<file path="config.mk">
export PLATFORM = sky130hd
export DESIGN_NAME = url_form_pair_decoder
export DESIGN_NICKNAME = d
export VERILOG_FILES = /design/src/sv/ufpd_pkg.sv /design/src/sv/ufpd_front.sv /design/src/sv/ufpd_queue.sv /design/src/sv/ufpd_back.sv /design/src/sv/url_form_pair_decoder.sv
export SDC_FILE = /design/constraint.sdc
export NUM_CORES = 1
export LEC_CHECK = 0
export ABC_AREA = 1
export BUFFER_PORTS_ARGS = -buffer_cell sky130_fd_sc_hd__buf_4
export CORE_UTILIZATION = 50
export CTS_BUF_LIST = sky130_fd_sc_hd__clkbuf_8 sky130_fd_sc_hd__clkbuf_16
export DETAILED_ROUTE_END_ITERATION = 7
export PLACE_DENSITY = 0.68
export SLEW_MARGIN = 20
export SYNTH_ARGS = -nofsm -noshare
export SYNTH_HDL_FRONTEND = slang
export SYNTH_HIERARCHICAL = 1
export SYNTH_SLANG_ARGS = --single-unit
</file>
<file path="constraint.sdc">
create_clock -name clk -period 6.4 [get_ports clk]
set_clock_uncertainty 0.05 [all_clocks]
set_input_delay 0 -clock clk [delete_from_list [all_inputs] [get_ports clk]]
set_output_delay 0 -clock clk [all_outputs]
set_load 0.01 [all_outputs]
</file>
<file path="src/sv/ufpd_pkg.sv">
`timescale 1ns / 1ps
// Shared types and codes for the form-encoded pair decoder.
// No dependencies; imported by every module of the block.
package ufpd_pkg;

	// Result kinds as seen on the kind port.
	localparam logic [1:0] KIND_NAME     = 2'd0;
	localparam logic [1:0] KIND_VALUE    = 2'd1;
	localparam logic [1:0] KIND_PAIR_END = 2'd2;
	localparam logic [1:0] KIND_DONE     = 2'd3;

	// One queue entry: a single result, or a pair end that is followed by done.
	typedef struct packed {
		logic       two;
		logic [1:0] kind;
		logic [7:0] data;
		logic       has_value;
	} ufpd_entry_t;

endpackage

</file>
<file path="src/sv/ufpd_front.sv">
`timescale 1ns / 1ps
// Front end: accepts input bytes, tracks pair and escape state, and queues results.
// Depends on ufpd_pkg.
module ufpd_front (
	input  logic                  clk,
	input  logic                  arst_n,
	input  logic                  push,
	input  logic                  func,
	input  logic [7:0]            text_byte,
	input  logic                  q_full,
	output logic                  q_push,
	output ufpd_pkg::ufpd_entry_t q_entry
);
	import ufpd_pkg::*;

	localparam logic [1:0] PH_SKIP  = 2'd0;
	localparam logic [1:0] PH_NAME  = 2'd1;
	localparam logic [1:0] PH_VALUE = 2'd2;

	localparam logic [1:0] ESC_NONE   = 2'd0;
	localparam logic [1:0] ESC_FIRST  = 2'd1;
	localparam logic [1:0] ESC_SECOND = 2'd2;

	localparam logic [7:0] CH_AMP     = 8'h26;
	localparam logic [7:0] CH_SEMI    = 8'h3B;
	localparam logic [7:0] CH_SPACE   = 8'h20;
	localparam logic [7:0] CH_EQUALS  = 8'h3D;
	localparam logic [7:0] CH_PLUS    = 8'h2B;
	localparam logic [7:0] CH_PERCENT = 8'h25;
	localparam logic [7:0] CH_CR      = 8'h0D;
	localparam logic [7:0] CH_ZERO    = 8'h30;
	localparam logic [7:0] CH_UPPER_A = 8'h41;
	localparam logic [7:0] CASE_MASK  = 8'hDF;

	// Unchecked hex digit: letters fold to upper case, everything else is c - '0'.
	function automatic logic [3:0] hex_nibble(input logic [7:0] c);
		logic [7:0] v;
		begin
			if (c >= CH_UPPER_A) begin
				v = (c & CASE_MASK) + 8'd10 - CH_UPPER_A;
			end else begin
				v = c - CH_ZERO;
			end
			return v[3:0];
		end
	endfunction

	logic [1:0] phase_q;
	logic [1:0] esc_q;
	logic [3:0] high_nibble_q;

	logic       accept;
	logic       is_end;
	logic       is_sep;
	logic [1:0] ph;
	logic [1:0] ph_eff;
	logic [7:0] dec_byte;
	logic [1:0] phase_d;
	logic [1:0] esc_d;
	logic [3:0] high_nibble_d;
	logic [1:0] data_kind;

	assign accept = push && !q_full;
	assign is_end = func || (text_byte == 8'd0);
	assign is_sep = (text_byte == CH_AMP) || (text_byte == CH_SEMI);
	assign ph     = (phase_q == PH_NAME || phase_q == PH_VALUE) ? phase_q : PH_SKIP;
	assign ph_eff = (ph == PH_SKIP) ? PH_NAME : ph;
	assign dec_byte  = {high_nibble_q, hex_nibble(text_byte)};
	assign data_kind = (ph_eff == PH_VALUE) ? KIND_VALUE : KIND_NAME;

	// Classify one byte: next state and the result it produces, if any.
	always_comb begin
		phase_d       = phase_q;
		esc_d         = esc_q;
		high_nibble_d = high_nibble_q;
		q_push        = 1'b0;
		q_entry       = '0;
		priority if (is_end) begin
			phase_d       = PH_SKIP;
			esc_d         = ESC_NONE;
			high_nibble_d = 4'd0;
			q_push        = accept;
			if (ph != PH_SKIP) begin
				q_entry.two       = 1'b1;
				q_entry.kind      = KIND_PAIR_END;
				q_entry.has_value = (ph == PH_VALUE);
			end else begin
				q_entry.kind = KIND_DONE;
			end
		end else if (ph == PH_SKIP && (is_sep || text_byte == CH_SPACE)) begin
			phase_d = phase_q;
		end else if (is_sep) begin
			phase_d           = PH_SKIP;
			esc_d             = ESC_NONE;
			high_nibble_d     = 4'd0;
			q_push            = accept;
			q_entry.kind      = KIND_PAIR_END;
			q_entry.has_value = (ph_eff == PH_VALUE);
		end else if (ph_eff == PH_NAME && text_byte == CH_EQUALS) begin
			phase_d       = PH_VALUE;
			esc_d         = ESC_NONE;
			high_nibble_d = 4'd0;
		end else if (esc_q == ESC_FIRST) begin
			phase_d       = ph_eff;
			high_nibble_d = hex_nibble(text_byte);
			esc_d         = ESC_SECOND;
		end else if (esc_q == ESC_SECOND) begin
			phase_d       = ph_eff;
			esc_d         = ESC_NONE;
			high_nibble_d = 4'd0;
			q_push        = accept && (dec_byte != CH_CR);
			q_entry.kind  = data_kind;
			q_entry.data  = dec_byte;
		end else if (text_byte == CH_PERCENT) begin
			phase_d       = ph_eff;
			esc_d         = ESC_FIRST;
			high_nibble_d = 4'd0;
		end else begin
			phase_d      = ph_eff;
			esc_d        = ESC_NONE;
			q_push       = accept;
			q_entry.kind = data_kind;
			q_entry.data = (text_byte == CH_PLUS) ? CH_SPACE : text_byte;
		end
	end

	// Decoder state advances on every accepted beat.
	always_ff @(posedge clk or negedge arst_n) begin
		if (!arst_n) begin
			phase_q       <= PH_SKIP;
			esc_q         <= ESC_NONE;
			high_nibble_q <= 4'd0;
		end else if (accept) begin
			phase_q       <= phase_d;
			esc_q         <= esc_d;
			high_nibble_q <= high_nibble_d;
		end
	end

	// The escape counter only ever steps through its three defined codes.
	a_esc_code: assert property (@(posedge clk) disable iff (!arst_n)
		esc_q != 2'd3) else $error("escape counter reached an undefined code");

	// A pending escape always belongs to a pair.
	a_esc_in_pair: assert property (@(posedge clk) disable iff (!arst_n)
		esc_q != ESC_NONE |-> (phase_q == PH_NAME || phase_q == PH_VALUE))
		else $error("escape pending outside a pair");

endmodule

</file>
<file path="src/sv/ufpd_queue.sv">
`timescale 1ns / 1ps
// Short queue of result entries between the front and back ends.
// Depends on ufpd_pkg.
module ufpd_queue #(
	parameter int DEPTH = 4
) (
	input  logic                  clk,
	input  logic                  arst_n,
	input  logic                  wr_en,
	input  ufpd_pkg::ufpd_entry_t wr_entry,
	output logic                  full,
	input  logic                  rd_en,
	output ufpd_pkg::ufpd_entry_t rd_entry,
	output logic                  q_empty
);
	import ufpd_pkg::*;

	localparam int AW = (DEPTH > 1) ? $clog2(DEPTH) : 1;
	localparam int CW = $clog2(DEPTH + 1);

	ufpd_entry_t   slot_q [DEPTH];
	logic [AW-1:0] wr_ptr_q;
	logic [AW-1:0] rd_ptr_q;
	logic [CW-1:0] count_q;
	logic          wr_fire;
	logic          rd_fire;

	assign wr_fire  = wr_en && !full;
	assign rd_fire  = rd_en && !q_empty;
	assign full     = (count_q == CW'(DEPTH));
	assign q_empty  = (count_q == '0);
	assign rd_entry = slot_q[rd_ptr_q];

	// Entry storage.
	always_ff @(posedge clk) begin
		if (wr_fire) begin
			slot_q[wr_ptr_q] <= wr_entry;
		end
	end

	// Pointers wrap at the last slot; a separate count tells full from empty.
	always_ff @(posedge clk or negedge arst_n) begin
		if (!arst_n) begin
			wr_ptr_q <= '0;
			rd_ptr_q <= '0;
			count_q  <= '0;
		end else begin
			if (wr_fire) begin
				wr_ptr_q <= (wr_ptr_q == AW'(DEPTH - 1)) ? '0 : wr_ptr_q + 1'b1;
			end
			if (rd_fire) begin
				rd_ptr_q <= (rd_ptr_q == AW'(DEPTH - 1)) ? '0 : rd_ptr_q + 1'b1;
			end
			if (wr_fire && !rd_fire) begin
				count_q <= count_q + 1'b1;
			end else if (rd_fire && !wr_fire) begin
				count_q <= count_q - 1'b1;
			end
		end
	end

	// Occupancy never exceeds the number of slots.
	a_count: assert property (@(posedge clk) disable iff (!arst_n)
		count_q <= CW'(DEPTH)) else $error("queue occupancy out of range");

endmodule

</file>
<file path="src/sv/ufpd_back.sv">
`timescale 1ns / 1ps
// Back end: expands queue entries into result beats held in an output register.
// Depends on ufpd_pkg.
module ufpd_back (
	input  logic                  clk,
	input  logic                  arst_n,
	input  logic                  q_empty,
	input  ufpd_pkg::ufpd_entry_t q_entry,
	output logic                  q_pop,
	input  logic                  pop,
	output logic                  empty,
	output logic [1:0]            kind,
	output logic [7:0]            out_byte,
	output logic                  has_value,
	output logic                  last
);
	import ufpd_pkg::*;

	logic       out_valid_q;
	logic       done_pending_q;
	logic [1:0] kind_q;
	logic [7:0] byte_q;
	logic       has_value_q;
	logic       last_q;
	logic       load;

	assign load  = !out_valid_q || pop;
	assign q_pop = load && !done_pending_q && !q_empty;

	assign empty     = !out_valid_q;
	assign kind      = kind_q;
	assign out_byte  = byte_q;
	assign has_value = has_value_q;
	assign last      = last_q;

	// Output control: a two-result entry leaves a done beat pending.
	always_ff @(posedge clk or negedge arst_n) begin
		if (!arst_n) begin
			out_valid_q    <= 1'b0;
			done_pending_q <= 1'b0;
		end else if (load) begin
			if (done_pending_q) begin
				out_valid_q    <= 1'b1;
				done_pending_q <= 1'b0;
			end else begin
				out_valid_q    <= !q_empty;
				done_pending_q <= !q_empty && q_entry.two;
			end
		end
	end

	// Output payload.
	always_ff @(posedge clk) begin
		if (load) begin
			if (done_pending_q) begin
				kind_q      <= KIND_DONE;
				byte_q      <= 8'd0;
				has_value_q <= 1'b0;
				last_q      <= 1'b1;
			end else if (!q_empty) begin
				kind_q      <= q_entry.kind;
				byte_q      <= q_entry.data;
				has_value_q <= q_entry.has_value;
				last_q      <= !q_entry.two;
			end
		end
	end

	// A pending done beat sits behind a shown pair end that is not the last beat.
	a_pending: assert property (@(posedge clk) disable iff (!arst_n)
		done_pending_q |-> (out_valid_q && kind_q == KIND_PAIR_END && !last_q))
		else $error("done pending without a pair end on the output");

	// While a done beat is pending no new entry is taken from the queue.
	a_no_pop: assert property (@(posedge clk) disable iff (!arst_n)
		done_pending_q |-> !q_pop) else $error("queue popped while done pending");

endmodule

</file>
<file path="src/sv/url_form_pair_decoder.sv">
`timescale 1ns / 1ps
// Top level of the streaming form-encoded name/value pair decoder.
// Depends on ufpd_pkg, ufpd_front, ufpd_queue and ufpd_back.

// One input byte is accepted per cycle whenever full is low. The front
// decodes an accepted byte into the queue at the accepting edge, and the back
// end moves the entry into the output register once that register is empty
// or being popped. The output side delivers one beat per cycle while pop is
// held and results wait. Most bytes cause at most one result; the end
// of a string inside a pair causes two (pair end, then done), which occupy
// one queue slot but two output beats, so sustained input rate is one byte
// per cycle except when results are produced faster than the output side takes
// them, in which case the QUEUE_DEPTH-entry queue fills and full is raised.
module url_form_pair_decoder #(
	parameter int QUEUE_DEPTH = 4
) (
	input  logic       clk,
	input  logic       arst_n,
	input  logic       push,
	output logic       full,
	input  logic       func,
	input  logic [7:0] text_byte,
	output logic       empty,
	input  logic       pop,
	output logic [1:0] kind,
	output logic [7:0] out_byte,
	output logic       has_value,
	output logic       last
);
	import ufpd_pkg::*;

	logic        q_push;
	ufpd_entry_t wr_entry;
	logic        q_full;
	logic        q_pop;
	ufpd_entry_t rd_entry;
	logic        q_empty;

	assign full = q_full;

	// Byte classification and decoder state.
	ufpd_front u_front (
		.clk       (clk),
		.arst_n    (arst_n),
		.push      (push),
		.func      (func),
		.text_byte (text_byte),
		.q_full    (q_full),
		.q_push    (q_push),
		.q_entry   (wr_entry)
	);

	// Decoupling queue.
	ufpd_queue #(
		.DEPTH (QUEUE_DEPTH)
	) u_queue (
		.clk      (clk),
		.arst_n   (arst_n),
		.wr_en    (q_push),
		.wr_entry (wr_entry),
		.full     (q_full),
		.rd_en    (q_pop),
		.rd_entry (rd_entry),
		.q_empty  (q_empty)
	);

	// Result expansion and output register.
	ufpd_back u_back (
		.clk       (clk),
		.arst_n    (arst_n),
		.q_empty   (q_empty),
		.q_entry   (rd_entry),
		.q_pop     (q_pop),
		.pop       (pop),
		.empty     (empty),
		.kind      (kind),
		.out_byte  (out_byte),
		.has_value (has_value),
		.last      (last)
	);

endmodule
</file>
==> summary.md <==
| Metric | Value |
|---|---|
| Commonest non-fill, non-tap cells in the layout | nand2_1 (93), inv_1 (70), edfxtp_1 (60) |
| DR vias/cell | 5.01 |
| CP dominant cell by count | nand2_1 |
| First-pass GRT wire length | 11700 um |
| Postcts setup bufs | 0 |
| Status | finished clean |
| Slew HR | 0.242 |
| Syn. warnings | 6 |
| Synthesized flop and latch total | 77 |
| Clock Power Share | 0.260 |
| Most used DFF post-synth | edfxtp_1 |
| Fmax | 313 MHz |
| Vias in the first global route | 2497 |
| Sequential share of power | 0.421 |
| Crit path time final | 3.19 ns |
| Initial Utilization | 0.522 |
| Worst hold path type | input pin to register |
| Routed WL | 7100 um |
| Input/output buffers | 26 |
| Post-route ant nets | 0 |
| Worst setup path class | register to register |
| Final number of setup-violating endpoints | 0 |
| Critical Path RT | 6.59 ns |
| Pwr Total | 1.81 mW |
| Latest clock arrival within the worst-skew pair | 0.35 ns |
| EDFF count, synth | 60 |
| RSZ-0062 raised after global routing | false |
| Grt total ovfl | 0 |
| Die height | 92.0 um |
| Area grow syn2layout | 13.0% |
| CTS Sinks | 77 |
| Total inserted antenna cells | 0 |
| Die width | 92.0 um |
| Die area | 0.00847 mm^2 |
| Worst setup SP type | register |
| Yosys cell types | 38 |
| Comb pwr share | 0.319 |
| CTS tree | yes |
| DR pass1 iterations | 4 |
| Initial antenna violation count | 0 |
| Routability Congestion | 0.900 |
| NetSw | 592 uW |
| CP endpoint kind | register |
| Power per cell area | 396 mW/mm^2 |
| Row count | 32 |
| Clock buffer depth | 2 |
| Family with the most delay on the worst path | simple AND/OR/NAND/NOR gates |
| Final setup TNS | 0 ns |
| Fin crit share | 0.499 |
| Sw frac | 0.327 |
| Largest net degree at the start of global routing | 52 |
| Worst EP arrival | 3.38 ns |
| Iteration-0 DRC Markers | 114 |
| Gr usage total | 0.186 |
| Critical Path Max Stage Delay | 0.57 ns |
| Actual slew at the worst max-slew pin | 1.13 ns |
| Internal | 1.22 mW |
| Drt drc | 0 |
| # IOs | 27 |
| CP bufs+invs | 4 |
| Slowest-stage cell, CP | nor2_1 |
| Commonest non-fill, non-tap cell in the layout | nand2_1 |
| Post-DP HPWL | 5110 um |
| Maximum vdd ir drop | 0.139 mV |
| Nets | 474 |
| Sequential area share after synthesis | 0.550 |
| Synth Cell Area | 0.00405 mm^2 |
| Vias | 2780 |
| Wire per inst | 12.8 um |
| Final Hold Violating Endpoints | 0 |
| Max_cap viols | 0 |
| Syn_area_per_cell | 9.74 um^2 |
| Total CTS buffers | 9 |
| Slew Limit Fails | 0 |
| Critical path cell sequence | inv_2, nor2_1, inv_2, or2_0, nor2_1, nand3_1, nor2_1, nand2_1, nand2_1, nand2_1, nand2_1, nand2_1, nand2_2, inv_1, ha_1, inv_1, fa_1, nand2_1, o21ai_0 |
| CP max FO | 11 |
| CTS clk-pin slew, worst paths | 0.08 ns |
| Cells after Synth | 416 |
| Leakage | 2.11 nW |
| H-tree depth | 3 |
| Core footprint | 0.00777 mm^2 |
| Fillcell total | 662 |
| Synthesized Nets | 442 |
| Root buffer cell | clkbuf_8 |
| Post-synth ARST share | 0.221 |
| Share of cells above drive strength 1 | 0.185 |
-- stage by stage --
step                utilization  setup WS, ns  instance area [um^2]  hold slack (ns)  cells
floorplan                     -          3.85                  4050           -0.346    416
global route              0.590          2.82                  4580           0.0452    555
global placement          0.552          3.36                  4290           -0.167    536
detailed placement        0.552          3.23                  4290           -0.172    536
CTS                       0.590          3.21                  4580           0.0331    555
finish                    0.590          3.21                  4580           0.0627    555
-- state kept, by name, indices dropped and copies added, names as in the netlist --
name / flops
u_front/high_nibble_q: 4
u_back/done_pending_q: 1
u_queue/count_q: 3
u_queue/rd_ptr_q: 2
u_front/esc_q: 2
u_back/has_value: 1
u_back/kind: 2
u_queue/slot_q: 48
u_front/phase_q: 2
u_back/out_byte: 8
u_queue/wr_ptr_q: 2
u_back/last: 1
u_back/out_valid_q: 1
-- kinds of logic after synthesis --
logic type / count (synthesis) / synth area share
adder cells (fa/ha/maj): 13 / 0.0420
XOR/XNOR: 3 / 0.00649
AO/OA/AOI/OAI: 47 / 0.0849
AND/OR/NAND/NOR: 185 / 0.215
flip-flops: 77 / 0.550
buffers and inverters: 91 / 0.102
-- repair_timing --
item | CTS | global route
hold buffers | 3 | 0
hold endpoints to repair | 19 | 0
gates resized for setup | 0 | 0
-- layout make-up --
cell class | instances | area (um^2) | share of cell area
Clock inverter | 7 | 138 | 0.0301
Timing Repair Buffer | 32 | 248 | 0.0541
Inverter | 80 | 305 | 0.0667
Tap cell | 102 | 128 | 0.0279
Sequential cell | 77 | 2230 | 0.486
Clock buffer | 9 | 124 | 0.0270
Multi-Input combinational cell | 248 | 1410 | 0.308
-- Yosys cell counts (2+ instances only) --
| cell type | instances | area share |
|---|---|---|
| edfxtp_1 | 60 | 0.44 |
| inv_2 | 9 | 0.0083 |
| o21ai_0 | 6 | 0.0074 |
| a22oi_1 | 2 | 0.0037 |
| buf_4 | 2 | 0.0037 |
| nor3_1 | 4 | 0.0049 |
| o211ai_1 | 24 | 0.044 |
| dfrtp_1 | 17 | 0.11 |
| inv_1 | 70 | 0.065 |
| nand4_1 | 5 | 0.0077 |
| or2_2 | 2 | 0.0031 |
| nand2_1 | 93 | 0.086 |
| nor2_1 | 36 | 0.033 |
| nand3_1 | 19 | 0.023 |
| nand2_2 | 10 | 0.015 |
| buf_6 | 8 | 0.022 |
| nor2_4 | 2 | 0.0056 |
| xnor2_1 | 2 | 0.0043 |
| nor2_2 | 3 | 0.0046 |
| ha_1 | 12 | 0.037 |
| o21ai_1 | 2 | 0.0025 |
| a21oi_1 | 6 | 0.0074 |
| nand2_4 | 5 | 0.014 |
| a211oi_2 | 3 | 0.0093 |
-- per-layer routing --
layer  vias to the layer above  share of wire  global-route usage
met1                      1286           0.45               0.231
met3                        11          0.048              0.0531
met2                        69           0.49               0.300
met5                         -              0                   0
li1                       1414              -                   -
met4                         0          0.019              0.0859
-- path summary, 6_finish.rpt --
path / cells after the start / to / slack, ns / startpoint
min reg2reg: 2 / u_front/high_nibble_q[0] / 0.46 / u_front/high_nibble_q[0]
max: 19 / u_queue/count_q[1] / 3.21 / u_front/esc_q[1]
min in group asynchronous: 3 / u_queue/rd_ptr_q[0] / 0.75 / arst_n
min: 3 / u_queue/slot_q[0][6] / 0.06 / text_byte[5]
max in group asynchronous: 3 / u_front/esc_q[0] / 5.05 / arst_n
max reg2reg: 19 / u_queue/count_q[1] / 3.21 / u_front/esc_q[1]
-- worst reg2reg max path, stage by stage (launching register included) --
cell	delay, ns
dfrtp_1	0.39
inv_2	0.06
nor2_1	0.57
inv_2	0.15
or2_0	0.26
nor2_1	0.10
nand3_1	0.08
nor2_1	0.09
nand2_1	0.06
nand2_1	0.05
nand2_1	0.04
nand2_1	0.05
nand2_1	0.09
nand2_2	0.14
inv_1	0.06
ha_1	0.20
inv_1	0.10
fa_1	0.39
nand2_1	0.07
o21ai_0	0.07
-- power by group through the flow --
stage | Combinational (mW) | Sequential, mW | Clock, mW
floorplan | 0.449 | 0.775 | 0
global placement | 0.568 | 0.773 | 0
detailed placement | 0.583 | 0.775 | 0
CTS | 0.586 | 0.765 | 0.482
global route | 0.666 | 0.778 | 0.504
finish | 0.577 | 0.763 | 0.472
(Power assumes the default switching activity.)
